## src/design/dq_pkg.sv

```systemverilog
// dq_pkg: shared types, constants and ring helpers for the double-ended queue
// used by dq_ctrl, dq_datapath and the double_ended_queue top level
`timescale 1ns / 1ps

package dq_pkg;

    localparam int DEPTH   = 16;
    localparam int IDX_W   = $clog2(DEPTH);
    localparam int CNT_W   = $clog2(DEPTH + 1);
    localparam int WORD_W  = 32;
    localparam int OP_W    = 3;
    localparam int STAT_W  = 2;

    typedef enum logic [OP_W-1:0] {
        OP_PUSH_FRONT = 3'd0,
        OP_PUSH_BACK  = 3'd1,
        OP_POP_FRONT  = 3'd2,
        OP_POP_BACK   = 3'd3,
        OP_DUMP       = 3'd4
    } dq_op_t;

    typedef enum logic [STAT_W-1:0] {
        ST_OK    = 2'd0,
        ST_EMPTY = 2'd1,
        ST_FULL  = 2'd2
    } dq_status_t;

    typedef enum logic [1:0] {
        S_IDLE,
        S_POP,
        S_DUMP
    } dq_state_t;

    typedef enum logic [2:0] {
        ADDR_FRONT,
        ADDR_FRONT_DEC,
        ADDR_BACK,
        ADDR_TAIL,
        ADDR_DUMP
    } dq_addr_sel_t;

    typedef struct packed {
        logic [OP_W-1:0]          op;
        logic signed [WORD_W-1:0] value;
    } dq_in_t;

    typedef struct packed {
        logic signed [WORD_W-1:0] value_out;
        logic [STAT_W-1:0]        status;
        logic                     last;
    } dq_out_t;

    // controller to datapath
    typedef struct packed {
        logic         ram_we;
        logic         ram_re;
        dq_addr_sel_t addr_sel;
        logic         front_dec;
        logic         front_inc;
        logic         count_inc;
        logic         count_dec;
        logic         issued_one;
        logic         issued_inc;
        logic         out_load_const;
        dq_status_t   out_status;
        logic         out_load_rdata;
        logic         out_last;
    } dq_cmd_t;

    // datapath to controller
    typedef struct packed {
        logic full;
        logic empty;
        logic dump_done;
    } dq_stat_t;

    // (front + off) mod DEPTH, off below DEPTH
    function automatic logic [IDX_W-1:0] ring_add(input logic [IDX_W-1:0] front,
                                                  input logic [CNT_W-1:0] off);
        logic [IDX_W:0] sum;
        sum = (IDX_W+1)'(front) + (IDX_W+1)'(off);
        if (sum >= (IDX_W+1)'(DEPTH))
            sum = sum - (IDX_W+1)'(DEPTH);
        return sum[IDX_W-1:0];
    endfunction

    function automatic logic [IDX_W-1:0] ring_dec(input logic [IDX_W-1:0] front);
        logic [IDX_W-1:0] res;
        if (front == '0)
            res = IDX_W'(DEPTH - 1);
        else
            res = front - IDX_W'(1);
        return res;
    endfunction

endpackage

```

## src/design/dq_ram.sv

```systemverilog
// dq_ram: generic single-port RAM with registered read
// no dependencies
`timescale 1ns / 1ps

module dq_ram #(
    parameter int WIDTH = 32,
    parameter int DEPTH = 16
) (
    input  logic                     clk,
    input  logic                     we,
    input  logic                     re,
    input  logic [$clog2(DEPTH)-1:0] addr,
    input  logic [WIDTH-1:0]         wdata,
    output logic [WIDTH-1:0]         rdata
);

    logic [WIDTH-1:0] mem [DEPTH];
    logic [WIDTH-1:0] rdata_reg;

    always_ff @(posedge clk)
    begin
        if (we)
            mem[addr] <= wdata;
        if (re)
            rdata_reg <= mem[addr];
    end

    assign rdata = rdata_reg;

endmodule

```

## src/design/dq_ctrl.sv

```systemverilog
// dq_ctrl: operation sequencer for the double-ended queue
// depends on dq_pkg; drives dq_datapath through dq_cmd_t
`timescale 1ns / 1ps

module dq_ctrl (
    input  logic                      clk,
    input  logic                      rst_n,
    input  logic                      start,
    input  logic [dq_pkg::OP_W-1:0]   op,
    input  dq_pkg::dq_stat_t          stat,
    output dq_pkg::dq_cmd_t           cmd,
    output logic                      busy
);
    import dq_pkg::*;

    dq_state_t state_reg;
    dq_state_t state_next;

    always_ff @(posedge clk or negedge rst_n)
    begin
        if (!rst_n)
            state_reg <= S_IDLE;
        else
            state_reg <= state_next;
    end

    always_comb
    begin
        state_next = state_reg;
        cmd        = '0;
        cmd.addr_sel   = ADDR_FRONT;
        cmd.out_status = ST_OK;
        unique case (state_reg)
            S_IDLE:
            begin
                if (start)
                begin
                    unique case (op)
                        OP_PUSH_FRONT, OP_PUSH_BACK:
                        begin
                            cmd.out_load_const = 1'b1;
                            cmd.out_last       = 1'b1;
                            if (stat.full)
                                cmd.out_status = ST_FULL;
                            else
                            begin
                                cmd.ram_we    = 1'b1;
                                cmd.count_inc = 1'b1;
                                if (op == OP_PUSH_FRONT)
                                begin
                                    cmd.addr_sel  = ADDR_FRONT_DEC;
                                    cmd.front_dec = 1'b1;
                                end
                                else
                                    cmd.addr_sel = ADDR_BACK;
                            end
                        end
                        OP_POP_FRONT, OP_POP_BACK:
                        begin
                            if (stat.empty)
                            begin
                                cmd.out_load_const = 1'b1;
                                cmd.out_status     = ST_EMPTY;
                                cmd.out_last       = 1'b1;
                            end
                            else
                            begin
                                cmd.ram_re    = 1'b1;
                                cmd.count_dec = 1'b1;
                                if (op == OP_POP_FRONT)
                                begin
                                    cmd.addr_sel  = ADDR_FRONT;
                                    cmd.front_inc = 1'b1;
                                end
                                else
                                    cmd.addr_sel = ADDR_TAIL;
                                state_next = S_POP;
                            end
                        end
                        OP_DUMP:
                        begin
                            if (stat.empty)
                            begin
                                cmd.out_load_const = 1'b1;
                                cmd.out_status     = ST_EMPTY;
                                cmd.out_last       = 1'b1;
                            end
                            else
                            begin
                                cmd.ram_re     = 1'b1;
                                cmd.addr_sel   = ADDR_FRONT;
                                cmd.issued_one = 1'b1;
                                state_next     = S_DUMP;
                            end
                        end
                        default:
                        begin
                            // unused op codes are dropped without a result
                        end
                    endcase
                end
            end
            S_POP:
            begin
                cmd.out_load_rdata = 1'b1;
                cmd.out_last       = 1'b1;
                state_next         = S_IDLE;
            end
            S_DUMP:
            begin
                // emit the word read last cycle, issue the next read if any remain
                cmd.out_load_rdata = 1'b1;
                cmd.out_last       = stat.dump_done;
                if (stat.dump_done)
                    state_next = S_IDLE;
                else
                begin
                    cmd.ram_re     = 1'b1;
                    cmd.addr_sel   = ADDR_DUMP;
                    cmd.issued_inc = 1'b1;
                end
            end
            default:
            begin
                state_next = S_IDLE;
            end
        endcase
    end

    assign busy = (state_reg != S_IDLE);

endmodule

```

## src/design/dq_datapath.sv

```systemverilog
// dq_datapath: ring pointers, entry store and result register
// depends on dq_pkg and dq_ram; commanded by dq_ctrl
`timescale 1ns / 1ps

module dq_datapath (
    input  logic                           clk,
    input  logic                           rst_n,
    input  dq_pkg::dq_cmd_t                cmd,
    input  logic signed [dq_pkg::WORD_W-1:0] push_value,
    output dq_pkg::dq_stat_t               stat,
    output logic                           result_valid,
    output dq_pkg::dq_out_t                result
);
    import dq_pkg::*;

    logic [IDX_W-1:0]  front_reg;
    logic [IDX_W-1:0]  front_next;
    logic [CNT_W-1:0]  count_reg;
    logic [CNT_W-1:0]  count_next;
    logic [CNT_W-1:0]  issued_reg;
    logic [CNT_W-1:0]  issued_next;
    logic              valid_reg;
    logic              valid_next;
    dq_out_t           out_reg;
    dq_out_t           out_next;
    logic [IDX_W-1:0]  addr;
    logic [WORD_W-1:0] rdata;

    always_comb
    begin
        unique case (cmd.addr_sel)
            ADDR_FRONT:     addr = front_reg;
            ADDR_FRONT_DEC: addr = ring_dec(front_reg);
            ADDR_BACK:      addr = ring_add(front_reg, count_reg);
            ADDR_TAIL:      addr = ring_add(front_reg, count_reg - CNT_W'(1));
            ADDR_DUMP:      addr = ring_add(front_reg, issued_reg);
            default:        addr = front_reg;
        endcase
    end

    dq_ram #(
        .WIDTH (WORD_W),
        .DEPTH (DEPTH)
    ) u_ram (
        .clk   (clk),
        .we    (cmd.ram_we),
        .re    (cmd.ram_re),
        .addr  (addr),
        .wdata (push_value),
        .rdata (rdata)
    );

    always_comb
    begin
        front_next = front_reg;
        if (cmd.front_dec)
            front_next = ring_dec(front_reg);
        else if (cmd.front_inc)
            front_next = ring_add(front_reg, CNT_W'(1));

        count_next = count_reg;
        if (cmd.count_inc)
            count_next = count_reg + CNT_W'(1);
        else if (cmd.count_dec)
            count_next = count_reg - CNT_W'(1);

        issued_next = issued_reg;
        if (cmd.issued_one)
            issued_next = CNT_W'(1);
        else if (cmd.issued_inc)
            issued_next = issued_reg + CNT_W'(1);

        valid_next = cmd.out_load_const | cmd.out_load_rdata;
        out_next   = out_reg;
        if (cmd.out_load_rdata)
        begin
            out_next.value_out = rdata;
            out_next.status    = ST_OK;
            out_next.last      = cmd.out_last;
        end
        else if (cmd.out_load_const)
        begin
            out_next.value_out = '0;
            out_next.status    = cmd.out_status;
            out_next.last      = cmd.out_last;
        end
    end

    always_ff @(posedge clk or negedge rst_n)
    begin
        if (!rst_n)
        begin
            front_reg  <= '0;
            count_reg  <= '0;
            issued_reg <= '0;
            valid_reg  <= 1'b0;
        end
        else
        begin
            front_reg  <= front_next;
            count_reg  <= count_next;
            issued_reg <= issued_next;
            valid_reg  <= valid_next;
        end
    end

    always_ff @(posedge clk)
    begin
        out_reg <= out_next;
    end

    assign stat.full      = (count_reg == CNT_W'(DEPTH));
    assign stat.empty     = (count_reg == '0);
    assign stat.dump_done = (issued_reg == count_reg);

    assign result_valid = valid_reg;
    assign result       = out_reg;

    a_count_bound: assert property (@(posedge clk) disable iff (!rst_n)
        count_reg <= CNT_W'(DEPTH))
        else $error("entry count above depth");

    a_no_write_full: assert property (@(posedge clk) disable iff (!rst_n)
        cmd.ram_we |-> !stat.full)
        else $error("store written while full");

    a_no_read_empty: assert property (@(posedge clk) disable iff (!rst_n)
        cmd.ram_re |-> !stat.empty)
        else $error("store read while empty");

    a_rdata_fresh: assert property (@(posedge clk) disable iff (!rst_n)
        cmd.out_load_rdata |-> $past(cmd.ram_re))
        else $error("result taken from a stale read");

endmodule

```

## src/design/double_ended_queue.sv

```systemverilog
// double_ended_queue: top level of the bounded double-ended queue
// depends on dq_pkg, dq_ctrl and dq_datapath
`timescale 1ns / 1ps

// A command is taken when start is high and busy is low. Pushes, and pops or
// dumps on an empty queue, give their single result in the cycle after the
// transfer and leave busy low, so one such command fits in every cycle. A pop
// holds busy for one cycle and its result passes through the registered read
// of the entry store and then the result register. A dump holds busy while it
// reads its entries out in order and gives one result per cycle, since the
// store has one read port; last marks the final result. Unused op codes give no
// result. Results are shown for exactly one cycle with result_valid and cannot
// be held off, so the receiver must take them as they come.

module double_ended_queue (
    input  logic            clk,
    input  logic            rst_n,
    input  logic            start,
    input  dq_pkg::dq_in_t  item,
    output logic            busy,
    output logic            result_valid,
    output dq_pkg::dq_out_t result
);
    import dq_pkg::*;

    dq_cmd_t  cmd;
    dq_stat_t stat;

    dq_ctrl u_ctrl (
        .clk   (clk),
        .rst_n (rst_n),
        .start (start),
        .op    (item.op),
        .stat  (stat),
        .cmd   (cmd),
        .busy  (busy)
    );

    dq_datapath u_datapath (
        .clk          (clk),
        .rst_n        (rst_n),
        .cmd          (cmd),
        .push_value   (item.value),
        .stat         (stat),
        .result_valid (result_valid),
        .result       (result)
    );

endmodule

```

## config.mk

```make
export PLATFORM = sky130hd
export DESIGN_NAME = double_ended_queue
export DESIGN_NICKNAME = d
export VERILOG_FILES = /design/src/design/dq_pkg.sv /design/src/design/dq_ram.sv /design/src/design/dq_ctrl.sv /design/src/design/dq_datapath.sv /design/src/design/double_ended_queue.sv
export SDC_FILE = /design/constraint.sdc
export NUM_CORES = 1
export LEC_CHECK = 0
export BUFFER_PORTS_ARGS = -buffer_cell sky130_fd_sc_hd__buf_2
export CELL_PAD_IN_SITES_DETAIL_PLACEMENT = 1
export CELL_PAD_IN_SITES_GLOBAL_PLACEMENT = 2
export CORE_ASPECT_RATIO = 1.25
export CORE_MARGIN = 2
export CORE_UTILIZATION = 40
export CTS_BUF_LIST = sky130_fd_sc_hd__clkbuf_8
export DETAILED_ROUTE_END_ITERATION = 7
export PLACE_DENSITY = 0.69
export SYNTH_ARGS = -nofsm -noshare
export SYNTH_HDL_FRONTEND = slang
export SYNTH_SLANG_ARGS = --single-unit
```

## constraint.sdc

```tcl
create_clock -name clk -period 11.4 [get_ports clk]
set_clock_uncertainty 0.05 [all_clocks]
set_input_delay 2.28 -clock clk [delete_from_list [all_inputs] [get_ports clk]]
set_output_delay 2.28 -clock clk [all_outputs]
set_load 0.01 [all_outputs]
```

======== Word level (Yosys, flattened, before mapping) ========
Memories as Yosys holds them, arrays and structs flattened. A register that Yosys moved wholly into a read port is not among the register bits.
Cells that the tools add are included.
cells by class
  muxes and demuxes ....................... 56
  bitwise logic cells ..................... 1
  $add $sub $neg .......................... 12
  $lt $le $gt $ge ......................... 4
  reductions and logical operators ........ 14
  equality and inequality tests ........... 17
operators with widths
  cell                   count
  $mux W35               2
  $mux W4                10
  $mux W5                5
  $ge A5 B5 Y1 const B   4
  $sub A4 B1 Y4 const B  5
  $mux W1                18
  $pmux W4 S4            1
  $add A4 B5 Y5          3
  $mux W2                7
  $eq A3 B2 Y1 const B   4
  $mux W3                4
  $add A5 B1 Y5 const B  2
  $mux W10               1
  $reduce_bool A2 Y1     5
  $ne A3 B3 Y1 const B   3
  $pmux W3 S3            1
  $pmux W2 S2            2
  $pmux W4 S2            1
  $eq A3 B1 Y1 const B   2
  $eq A3 B3 Y1 const B   2
  $pmux W3 S2            1
  $reduce_or A2 Y1       3
  $add A4 B1 Y5 const B  1
  $eq A5 B5 Y1           1
  15 further kinds       16
word-level totals
  flip-flop bits (word level) ............. 52
  bits in writable memories ............... 512
  memories ................................ 1
  logic and storage cells ................. 113
  bits of input ports ..................... 38
memories
  name                  words  width  read ports  clocked after Yosys merged registers in  write ports  RTL line      RTL
  u_datapath.u_ram.mem  16     32     1           1                                        1            dq_ram.sv:17  logic [WIDTH-1:0] mem [DEPTH];

======== Depth between registers and ports, before layout ========
Gate-level depths: netlist of the first run.
  word-level depth ........................ 8
  mapped depth ............................ 21
  depth with buffers taken out ............ 18

======== Hierarchy ========
A second synthesis of the first run with hierarchy kept.
unflattened totals
  cell total of the unflattened synthesis .. 1131
  area, all modules ....................... 23281.1 um^2
by module, submodules not included
  module       instances  cells an instance  sequential area each (um^2)  area each (um^2)
  dq_ram       1          840                16335.7                      20183.1
  dq_datapath  1          240                1406.3                       2706.3
  dq_ctrl      1          51                 50.0                         391.6

======== Least setup slack after synthesis of the first run ========
Ideal clock, no wire load.
  path type ............................... input-to-reg
  start point ............................. in item[33] in the netlist's numbering
  end point ............................... mem u_datapath.u_ram.mem[9][0], enable pin
  cell stages on the path ................. 17
  path buffers ............................ 3
  slack ................................... 3.476 ns
  arrival ................................. 7.406 ns
  required time ........................... 10.882 ns
  cells stage by stage .................... xor2_1 -> a31o_2 -> nand2_2 -> nor2_4 -> nor2b_1 -> a22oi_1 -> o21ai_0 -> ha_1 -> inv_1 -> fa_1 -> inv_1 -> a221oi_4 -> buf_2 -> buf_4 -> buf_2 -> nand2_1 -> nor3b_1
between the ends
  longest elaborated chain between the ends .. 8
RTL lines
  element                                           RTL line                                     RTL
  start, declared                                   double_ended_queue.sv:19                     input dq_pkg::dq_in_t item,
  $eq A3 B2 Y1 or $logic_not A3 Y1 (tied branches)  dq_ctrl.sv:38, dq_ctrl.sv:70, dq_ctrl.sv:49
  $mux W2 (on tied branches)                        dq_ctrl.sv:70, dq_ctrl.sv:49
  $mux W4 or $mux W3 (tied branches)                dq_ctrl.sv:60, dq_ctrl.sv:43
  $pmux W3 S3                                       dq_ctrl.sv:38                                unique case (op)
  $mux W10 *                                        dq_ctrl.sv:36                                if (start)
  $pmux W4 S2                                       dq_ctrl.sv:33                                unique case (state_reg)
  $eq A3 B3 Y1, or another cell as far along        dq_datapath.sv:31                            unique case (cmd.addr_sel)
  $pmux W4 S4                                       dq_datapath.sv:31
  end, declared                                     dq_ram.sv:17
Every way passes the cells marked *; elsewhere a longest branch is shown, timed or not.

======== Worst setup path after layout of the first run ========
  start point ............................. in item[34] in the netlist's numbering
  end point ............................... reg u_datapath.u_ram.rdata_reg[9], in the netlist u_datapath.u_ram.rdata[9] (read register of u_datapath.u_ram.mem), data pin
between the ends
  longest elaborated chain between the ends .. 8
RTL lines
  element                                           RTL line                                     RTL
  $eq A3 B2 Y1 or $logic_not A3 Y1 (tied branches)  dq_ctrl.sv:38, dq_ctrl.sv:70, dq_ctrl.sv:49
  $mux W2 (on tied branches)                        dq_ctrl.sv:70, dq_ctrl.sv:49
  $mux W4 or $mux W3 (tied branches)                dq_ctrl.sv:60, dq_ctrl.sv:43
  $pmux W3 S3                                       dq_ctrl.sv:38
  $mux W10 *                                        dq_ctrl.sv:36
  $pmux W4 S2 *                                     dq_ctrl.sv:33
  $eq A3 B3 Y1, or another cell as far along        dq_datapath.sv:31
  $pmux W4 S4                                       dq_datapath.sv:31
  end, declared                                     dq_ram.sv:18                                 logic [WIDTH-1:0] rdata_reg;
Marked as above.
A chain may end at the register's enable or synchronous reset.

==> metrics, run 1 <==
number of buffers inserted by hold repair at cts=0; first-pass iteration count of the detailed router=8; FF/Latch Area=17800 um^2; required time at the worst-slack endpoint=11880 ps; class of the worst hold path=reg2reg; detailed-route vias per instance=5.65; clock buffer count from CTS=93; run status=complete, but fails checks; crit path setup slack, layout=3960 ps; number of synthesized flops with an enable pin=577; power density over cell area=303 nW/um^2; sequential share of the synthesized area=0.753; Largest register FFs=approximately 500; unrepaired setup endpoints after global routing=false; maximum count of clock buffers along a single path=3; full die area=between 60000 and 70000 um^2; first-pass GRT wire length=90600 um; proportion of power drawn by flip-flops and latches=0.355; via count of the first global-routing pass=14300; half-perimeter wire length after detailed placement=32400 um; synthesized net count=1462; violations in the final reports=design-rule violations; maximum vdd ir drop=0.299 mV; hold violation total from the final report=0; instance area after placement=24900 um^2; achievable clock frequency=0.134 GHz; number of core rows=99; I/O Buffers=between 70 and 80; Slew Viols, Final=0; combinational group share of total power=0.439; layout cells sized above 1=0.220; total area of multi-input combinational cells=5470 um^2; number of remaining DRC errors=2; global-route usage over all layers=0.198; number of buffers added for setup after CTS=0; clock transition at the registers of the reported paths=70 ps; insertion delay of the later-clocked pin in the worst-skew pair=between 600 and 700 ps; max_cap viols=0; grt total ovfl=0; measured slew at the worst slew-check pin=between 1000 and 1500 ps; internal portion of total power=0.00495 W; Setup Viol. Count Final=0; crit path launch type=input pin; CTS tree=built; die width=~220 um; relative area change from synthesis to final layout=12.5%; async set or reset register ratio after synthesis=0.0285; leakage power=8.74 nW; maximum number of pins on one net before global-route repair=130; total power=0.00806 W; endpoint class of the critical path=flip-flop; number of distinct library cells after synthesis=57; cell family with the largest share of critical-path delay=simple AND/OR/NAND/NOR gates; vias=about 13000; I/O pin cnt=75; minimum period implied by the final worst setup slack=7440 ps; normalized max-slew margin=0.126; 1st-iter DRT viols=1022; post-layout instance area=~27000 um^2; maximum fanout encountered on the critical timing path=approximately 130; post-detailed-route wirelength per cell=between 20 and 30 um; depth of the CTS H-tree=3; Final Wtd Congestion=0.744; Slowest Stage Delay on Critical Path=1080 ps; switching power share of the total=0.386; worst slack after detailed placement=3320 ps; critical path start-end classification=in2reg; WP data arrival=7920 ps; count of buffer and inverter cells on the critical path=5; final setup TNS=0 ps; number of synthesis warnings=0; detailed-route wire length=approximately 60000 um; post-route clock period utilization=0.653; antenna viol nets, final=0; Top FF cell, synth=sky130_fd_sc_hd__edfxtp_1; critical path, cell by cell=buf_2 -> and3b_1 -> nand3_1 -> nand2_2 -> nor2_4 -> nor2b_1 -> a22oi_1 -> o21ai_0 -> ha_1 -> inv_1 -> fa_1 -> inv_1 -> a221oi_4 -> buf_12 -> nor2_4 -> buf_4 -> a221oi_1 -> a22oi_1 -> mux2_2; Seq cells post-synth=596; Net Sw Power=0.00311 W; Cell Count Post-Placement=2185; effective utilization at floorplan=0.404; filler-free cell count of the finished design=around 2400; number of instances in the synthesized netlist=between 1000 and 1500; portion of total power attributed to the clock network=0.206; die height=276 um; library cell contributing the largest single delay on the critical path=sky130_fd_sc_hd__nor2_4; average cell area after synthesis=16.8 um^2; Synth Cell Area=23600 um^2; root buffer selected by CTS=sky130_fd_sc_hd__clkbuf_8; initial antenna violation count=4; Placeable Area=58500 um^2; number of nets in the layout=1576; clock sink count=596; number of instances resized during post-cts repair=0; fill count=5660
==> stage by stage <==
step            util  hold slack [ps]
3_5_place_dp   0.426              428
5_1_grt        0.455              485
4_1_cts        0.455              443
6_report       0.455              435
3_3_place_gp   0.426              420
2_1_floorplan      -              453
==> path summary, 6_finish.rpt <==
kind | to | slack [ps] | from | depth (start not counted)
worst max register to register | u_datapath.u_ram.rdata[9] | 4790 | u_datapath.count_reg[0] | 20
max in group asynchronous | u_datapath.front_reg[3] | 9500 | rst_n | 1
worst max-delay path | u_datapath.u_ram.rdata[9] | 3960 | item[34] | 19
worst min register to register | u_datapath.result[1] | 440 | u_datapath.result[1] | 2
worst min-delay path | u_datapath.result[1] | 440 | u_datapath.result[1] | 2
min in group asynchronous | u_datapath.count_reg[3] | 1500 | rst_n | 1
==> power groups by stage <==
stage	clock (W)	sequential [W]	combinational [W]
after detailed placement	0	0.00291	0.00359
after global placement	0	0.00291	0.00354
after global routing	0.00179	0.00289	0.00393
after floorplan	0	0.00290	0.00256
final	0.00166	0.00286	0.00353
after CTS	0.00171	0.00287	0.00361
==> cells in the mapped netlist, types with 3 or more instances <==
master,instances,share of area
sky130_fd_sc_hd__edfxtp_1,577,0.73
sky130_fd_sc_hd__a221oi_1,128,0.047
sky130_fd_sc_hd__mux2_2,92,0.044
sky130_fd_sc_hd__nand2_1,82,0.013
sky130_fd_sc_hd__a22oi_1,70,0.022
sky130_fd_sc_hd__nand2b_1,69,0.018
sky130_fd_sc_hd__o211ai_1,67,0.021
sky130_fd_sc_hd__buf_2,41,0.0087
sky130_fd_sc_hd__clkbuf_1,41,0.0065
sky130_fd_sc_hd__and2_1,35,0.0093
sky130_fd_sc_hd__nor2_1,24,0.0038
sky130_fd_sc_hd__dfrtp_1,17,0.018
sky130_fd_sc_hd__ha_1,14,0.0074
sky130_fd_sc_hd__a21oi_1,12,0.0025
sky130_fd_sc_hd__inv_1,12,0.0019
sky130_fd_sc_hd__nor3_1,12,0.0025
sky130_fd_sc_hd__o21ai_0,12,0.0025
sky130_fd_sc_hd__xnor2_1,12,0.0044
sky130_fd_sc_hd__nand3_1,10,0.0021
sky130_fd_sc_hd__nor3b_1,10,0.0032
sky130_fd_sc_hd__buf_4,9,0.0029
sky130_fd_sc_hd__xor2_1,5,0.0019
sky130_fd_sc_hd__mux2_4,4,0.0025
sky130_fd_sc_hd__or3_1,4,0.0011
sky130_fd_sc_hd__a31oi_1,3,0.00079
sky130_fd_sc_hd__buf_6,3,0.0014
sky130_fd_sc_hd__nand4_1,3,0.00079
==> layer usage <==
layer,vias up,wire [um],GRT usage
li1,5915,-,-
met1,6887,25000,0.251
met2,376,29500,0.339
met3,113,3070,0.0329
met4,4,1910,0.0848
met5,-,28,0
==> worst register-to-register path: cells and delay by family, from the launching register on <==
family                   cells  cell delay, ps
AO/OA/AOI/OAI                5             890
adder cells (fa/ha/maj)      3             940
buffers and inverters        5            1520
flip-flops                   1             500
multiplexers                 1             190
AND/OR/NAND/NOR              6            2380
==> layout make-up <==
class | instances | share of cell area
antenna | 1 | 0.0000941
tap | 757 | 0.0356
clock inverter | 72 | 0.0143
timing repair buffer | 113 | 0.0254
clock buffer | 94 | 0.0486
multi-input combinational | 707 | 0.206
inverter | 12 | 0.00169
sequential | 596 | 0.669
==> layout by cell type (no fill, tap or decap), types with 6 or more instances in the layout <==
master	n
sky130_fd_sc_hd__clkinv_1	28
sky130_fd_sc_hd__nand3_1	10
sky130_fd_sc_hd__ha_1	14
sky130_fd_sc_hd__a221oi_1	128
sky130_fd_sc_hd__edfxtp_1	577
sky130_fd_sc_hd__xnor2_1	12
sky130_fd_sc_hd__mux2_2	92
sky130_fd_sc_hd__nor3_2	8
sky130_fd_sc_hd__buf_4	38
sky130_fd_sc_hd__inv_1	41
sky130_fd_sc_hd__and2_1	35
sky130_fd_sc_hd__nand2_1	82
sky130_fd_sc_hd__a21oi_1	12
sky130_fd_sc_hd__o21ai_0	11
sky130_fd_sc_hd__nor3b_2	8
sky130_fd_sc_hd__clkinv_2	6
sky130_fd_sc_hd__dfrtp_1	17
sky130_fd_sc_hd__a22oi_1	70
sky130_fd_sc_hd__o211ai_1	67
sky130_fd_sc_hd__clkbuf_8	94
sky130_fd_sc_hd__nand2b_1	69
sky130_fd_sc_hd__nor2_1	23
sky130_fd_sc_hd__buf_2	74
==> kinds of logic after synthesis <==
group,after synthesis,share of synthesized area
adders and majority gates,15,0.00826
buffers and inverters,106,0.0214
muxes,97,0.0473
AOI/OAI and AO/OA,312,0.105
and+or+nand+nor,266,0.0596
DFF,596,0.753
xor gates and xnor gates,17,0.00630
No activity file was read; power rests on OpenSTA's default activity.
==> inputs of run 2 (changes only) <==
--- a/config.mk
+++ b/config.mk
@@ -5,6 +5,7 @@
 export SDC_FILE = /design/constraint.sdc
 export NUM_CORES = 1
 export LEC_CHECK = 0
+export ABC_AREA = 1
 export BUFFER_PORTS_ARGS = -buffer_cell sky130_fd_sc_hd__buf_2
 export CELL_PAD_IN_SITES_DETAIL_PLACEMENT = 1
 export CELL_PAD_IN_SITES_GLOBAL_PLACEMENT = 2
@@ -13,7 +14,7 @@
 export CORE_UTILIZATION = 40
 export CTS_BUF_LIST = sky130_fd_sc_hd__clkbuf_8
 export DETAILED_ROUTE_END_ITERATION = 7
-export PLACE_DENSITY = 0.69
+export PLACE_DENSITY = 0.77
 export SYNTH_ARGS = -nofsm -noshare
 export SYNTH_HDL_FRONTEND = slang
 export SYNTH_SLANG_ARGS = --single-unit
==> constraint.sdc (replaced) <==
create_clock -name clk -period 7.3 [get_ports clk]
set_clock_uncertainty 0.05 [all_clocks]
set_input_delay 1.46 -clock clk [delete_from_list [all_inputs] [get_ports clk]]
set_output_delay 1.46 -clock clk [all_outputs]
set_load 0.01 [all_outputs]
==> run 2 against run 1 <==
  * The flow now finishes without violations
  * Cell count is 49% higher
  * Critical path type unchanged
  * Wire length is 30% higher
  * Global-route usage grew 3.4 points
  * Synthesized cell count grew 79%
  * Flip-flop and latch count stayed put
  * Via count is 40% higher
  * Die area grew 11%
  * Non-clock buffer count increased by 9
  * Sequential share of layout area is 6.2 points lower
  * Synthesized area increased by 12%
  * Worst setup slack worse by 2300 ps
==> metrics, run 2 <==
run status=completed (was complete, but fails checks); maximum count of clock buffers along a single path=3 (unchanged); number of buffers inserted by hold repair at cts=0 (unchanged); share of synthesized cell area in full adder, half adder and majority cells=0.00740 (was 0.00826); top cell type's share of synthesized area=0.657 (was 0.733); maximum fanout encountered on the critical timing path=18 (was 129); leading cell type in the layout, fill and taps excluded=sky130_fd_sc_hd__nand2_1 (was sky130_fd_sc_hd__edfxtp_1); global-route usage over all layers=0.232 (was 0.198); number of instances resized during post-cts repair=0 (unchanged); number of synthesis warnings=0 (unchanged); normalized max-slew margin=0.185 (was 0.126); simple-gate portion of the synthesized area=0.259 (was 0.0596); number of distinct library cells after synthesis=39 (was 57); Seq cells post-synth=596 (unchanged); clock transition at the registers of the reported paths=60 ps (was 70 ps); Commonest cells post-synth=sky130_fd_sc_hd__nand2_1, sky130_fd_sc_hd__edfxtp_1, sky130_fd_sc_hd__nand4_1 (was sky130_fd_sc_hd__edfxtp_1, sky130_fd_sc_hd__a221oi_1, sky130_fd_sc_hd__mux2_2); Slew Viols, Final=0 (unchanged); via count of the first global-routing pass=20100 (was 14300); hold violation total from the final report=0 (unchanged); half-perimeter wire length after detailed placement=41800 um (was 32400 um); die height=291 um (was 276 um); die width=234 um (was 221 um); I/O pin cnt=75 (unchanged); Largest register FFs=512 (unchanged); max_cap viols=0 (unchanged); Placeable Area=65400 um^2 (was 58500 um^2); Synth Cell Area=26400 um^2 (was 23600 um^2); number of instances in the synthesized netlist=2520 (was 1409); compound-cell area share of the yosys netlist=0.00863 (was 0.105); required time at the worst-slack endpoint=7630 ps (was 11880 ps); class of the worst hold path=reg2reg (unchanged); number of nets in the layout=2627 (was 1576); critical path start-end classification=in2reg (unchanged); relative area change from synthesis to final layout=11.2% (was 12.5%); initial antenna violation count=2 (was 4); proportion of synthesized area in mux cells=0 (was 0.0473); number of synthesized flops with an enable pin=577 (unchanged); unrepaired setup endpoints after global routing=false (unchanged); number of remaining DRC errors=0 (was 2); layout cells sized above 1=0.110 (was 0.220); post-detailed-route wirelength per cell=22.1 um (was 25.3 um); post-route clock period utilization=0.770; root buffer selected by CTS=sky130_fd_sc_hd__clkbuf_8 (unchanged); I/O Buffers=74 (unchanged); library cell with the highest instance count after synthesis=sky130_fd_sc_hd__nand2_1 (was sky130_fd_sc_hd__edfxtp_1); CTS tree=built (unchanged); synthesized net count=2573 (was 1462); number of core rows=105 (was 99); Top FF cell, synth=sky130_fd_sc_hd__edfxtp_1 (unchanged); first-pass GRT wire length=120000 um (was 90600 um); crit path launch type=input pin (unchanged); ranking of synthesized cells by area=sky130_fd_sc_hd__edfxtp_1, sky130_fd_sc_hd__nand2_1, sky130_fd_sc_hd__nand4_1 (was sky130_fd_sc_hd__edfxtp_1, sky130_fd_sc_hd__a221oi_1, sky130_fd_sc_hd__mux2_2); maximum number of pins on one net before global-route repair=172 (was 130); endpoint class of the critical path=flip-flop (unchanged); grt total ovfl=0 (unchanged); average cell area after synthesis=10.5 um^2 (was 16.8 um^2); clock buffer count from CTS=97 (was 93); leading cell types in the layout, fill and taps excluded=sky130_fd_sc_hd__nand2_1, sky130_fd_sc_hd__edfxtp_1, sky130_fd_sc_hd__nand4_1 (was sky130_fd_sc_hd__edfxtp_1, sky130_fd_sc_hd__a221oi_1, sky130_fd_sc_hd__clkbuf_8); final setup TNS=0 ps (unchanged); measured slew at the worst slew-check pin=1220 ps (was 1310 ps); full die area=68100 um^2 (was 61100 um^2); first-pass iteration count of the detailed router=5 (was 8); xor-xnor portion of the synthesized cell area=0.00398 (was 0.00630); sequential share of the synthesized area=0.674 (was 0.753); Final Wtd Congestion=0.791 (was 0.744); Setup Viol. Count Final=0 (unchanged); minimum period implied by the final worst setup slack=5620 ps; depth of the CTS H-tree=3 (unchanged); cell type with the highest aggregate area in the netlist=sky130_fd_sc_hd__edfxtp_1 (unchanged); effective utilization at floorplan=0.403 (was 0.404); main combinational cell family by area after synthesis=simple AND/OR/NAND/NOR gates (was compound AO/OA/AOI/OAI gates); insertion delay of the later-clocked pin in the worst-skew pair=710 ps (was 690 ps); WP data arrival=5950 ps (was 7920 ps); async set or reset register ratio after synthesis=0.0285 (unchanged); achievable clock frequency=0.178 GHz; number of buffers added for setup after CTS=0 (unchanged); antenna viol nets, final=0 (unchanged); clock sink count=596 (unchanged); detailed-route vias per instance=5.30 (was 5.65); 1st-iter DRT viols=1099 (was 1022); detailed-route wire length=77500 um (was 59600 um); vias=18600 (was 13300)
## run 2: path summary, 6_finish.rpt
kind	startpoint	end	slack, ps	cells past startpoint
max	item[34]	u_datapath.u_ram.mem[13][15]	1680	24
min	u_datapath.result[2]	u_datapath.result[2]	420	2
max reg2reg	u_datapath.count_reg[1]	u_datapath.u_ram.mem[13][15]	1750	25
min reg2reg	u_datapath.result[2]	u_datapath.result[2]	420	2
max in group asynchronous	rst_n	u_datapath.front_reg[1]	6240	1
min in group asynchronous	rst_n	u_datapath.front_reg[2]	650	1
## run 2: metrics by stage
stage | util | cell area [um^2] | worst slack [ps] | instances | hold slack (ps)
global placement | 0.421 | 27500 | 1150 | 3331 | 398
global route | 0.448 | 29300 | 1350 | 3509 | 437
detailed placement | 0.421 | 27500 | 958 | 3331 | 413
finish | 0.448 | 29300 | 1680 | 3510 | 417
CTS | 0.448 | 29300 | 1700 | 3508 | 427
floorplan | - | 26400 | 1480 | 2520 | 431
## run 2: cell families after synthesis
group / after synthesis
buffers and inverters: 248
AND/OR/NAND/NOR: 1612
XOR/XNOR: 12
AO/OA/AOI/OAI: 37
adder cells (fa/ha/maj): 15
flip-flops: 596
## run 2: metal layers
layer  GRT usage  share of wire
met2       0.409           0.51
met4      0.0644          0.020
met5           0              0
met3      0.0362          0.040
met1       0.294           0.43
## run 2: cell type report
type                    instances  area [um^2]
diodes                          2         5.00
clock buffers                 101         1390
clock inverters                76          409
fillers                      7182        36100
inverters                      81          307
multi-input cells            1676         7510
flip-flops and latches        596        17800
well taps                     856         1070
repair buffers                122          843
## run 2: critical path, cell delays in order
cell	delay (ps)
sky130_fd_sc_hd__buf_2	130
sky130_fd_sc_hd__nor3_1	210
sky130_fd_sc_hd__nand2_1	70
sky130_fd_sc_hd__nand2_1	100
sky130_fd_sc_hd__nand2_1	70
sky130_fd_sc_hd__inv_2	70
sky130_fd_sc_hd__nand3_1	150
sky130_fd_sc_hd__inv_1	160
sky130_fd_sc_hd__nor2_2	80
sky130_fd_sc_hd__nand2_1	50
sky130_fd_sc_hd__o221ai_1	150
sky130_fd_sc_hd__ha_1	370
sky130_fd_sc_hd__a21oi_1	200
sky130_fd_sc_hd__nand2_1	80
sky130_fd_sc_hd__xor2_1	180
sky130_fd_sc_hd__inv_1	60
sky130_fd_sc_hd__nand4_1	90
sky130_fd_sc_hd__nand3_1	80
sky130_fd_sc_hd__nand2_1	80
sky130_fd_sc_hd__nand2_2	270
sky130_fd_sc_hd__inv_2	560
sky130_fd_sc_hd__nand2_1	380
sky130_fd_sc_hd__nor2_4	590
sky130_fd_sc_hd__buf_12	260
Power of run 2 is left out: the tool's default activity adds up to more than one toggle a clock period on the data nets, which glitch-free logic cannot reach.
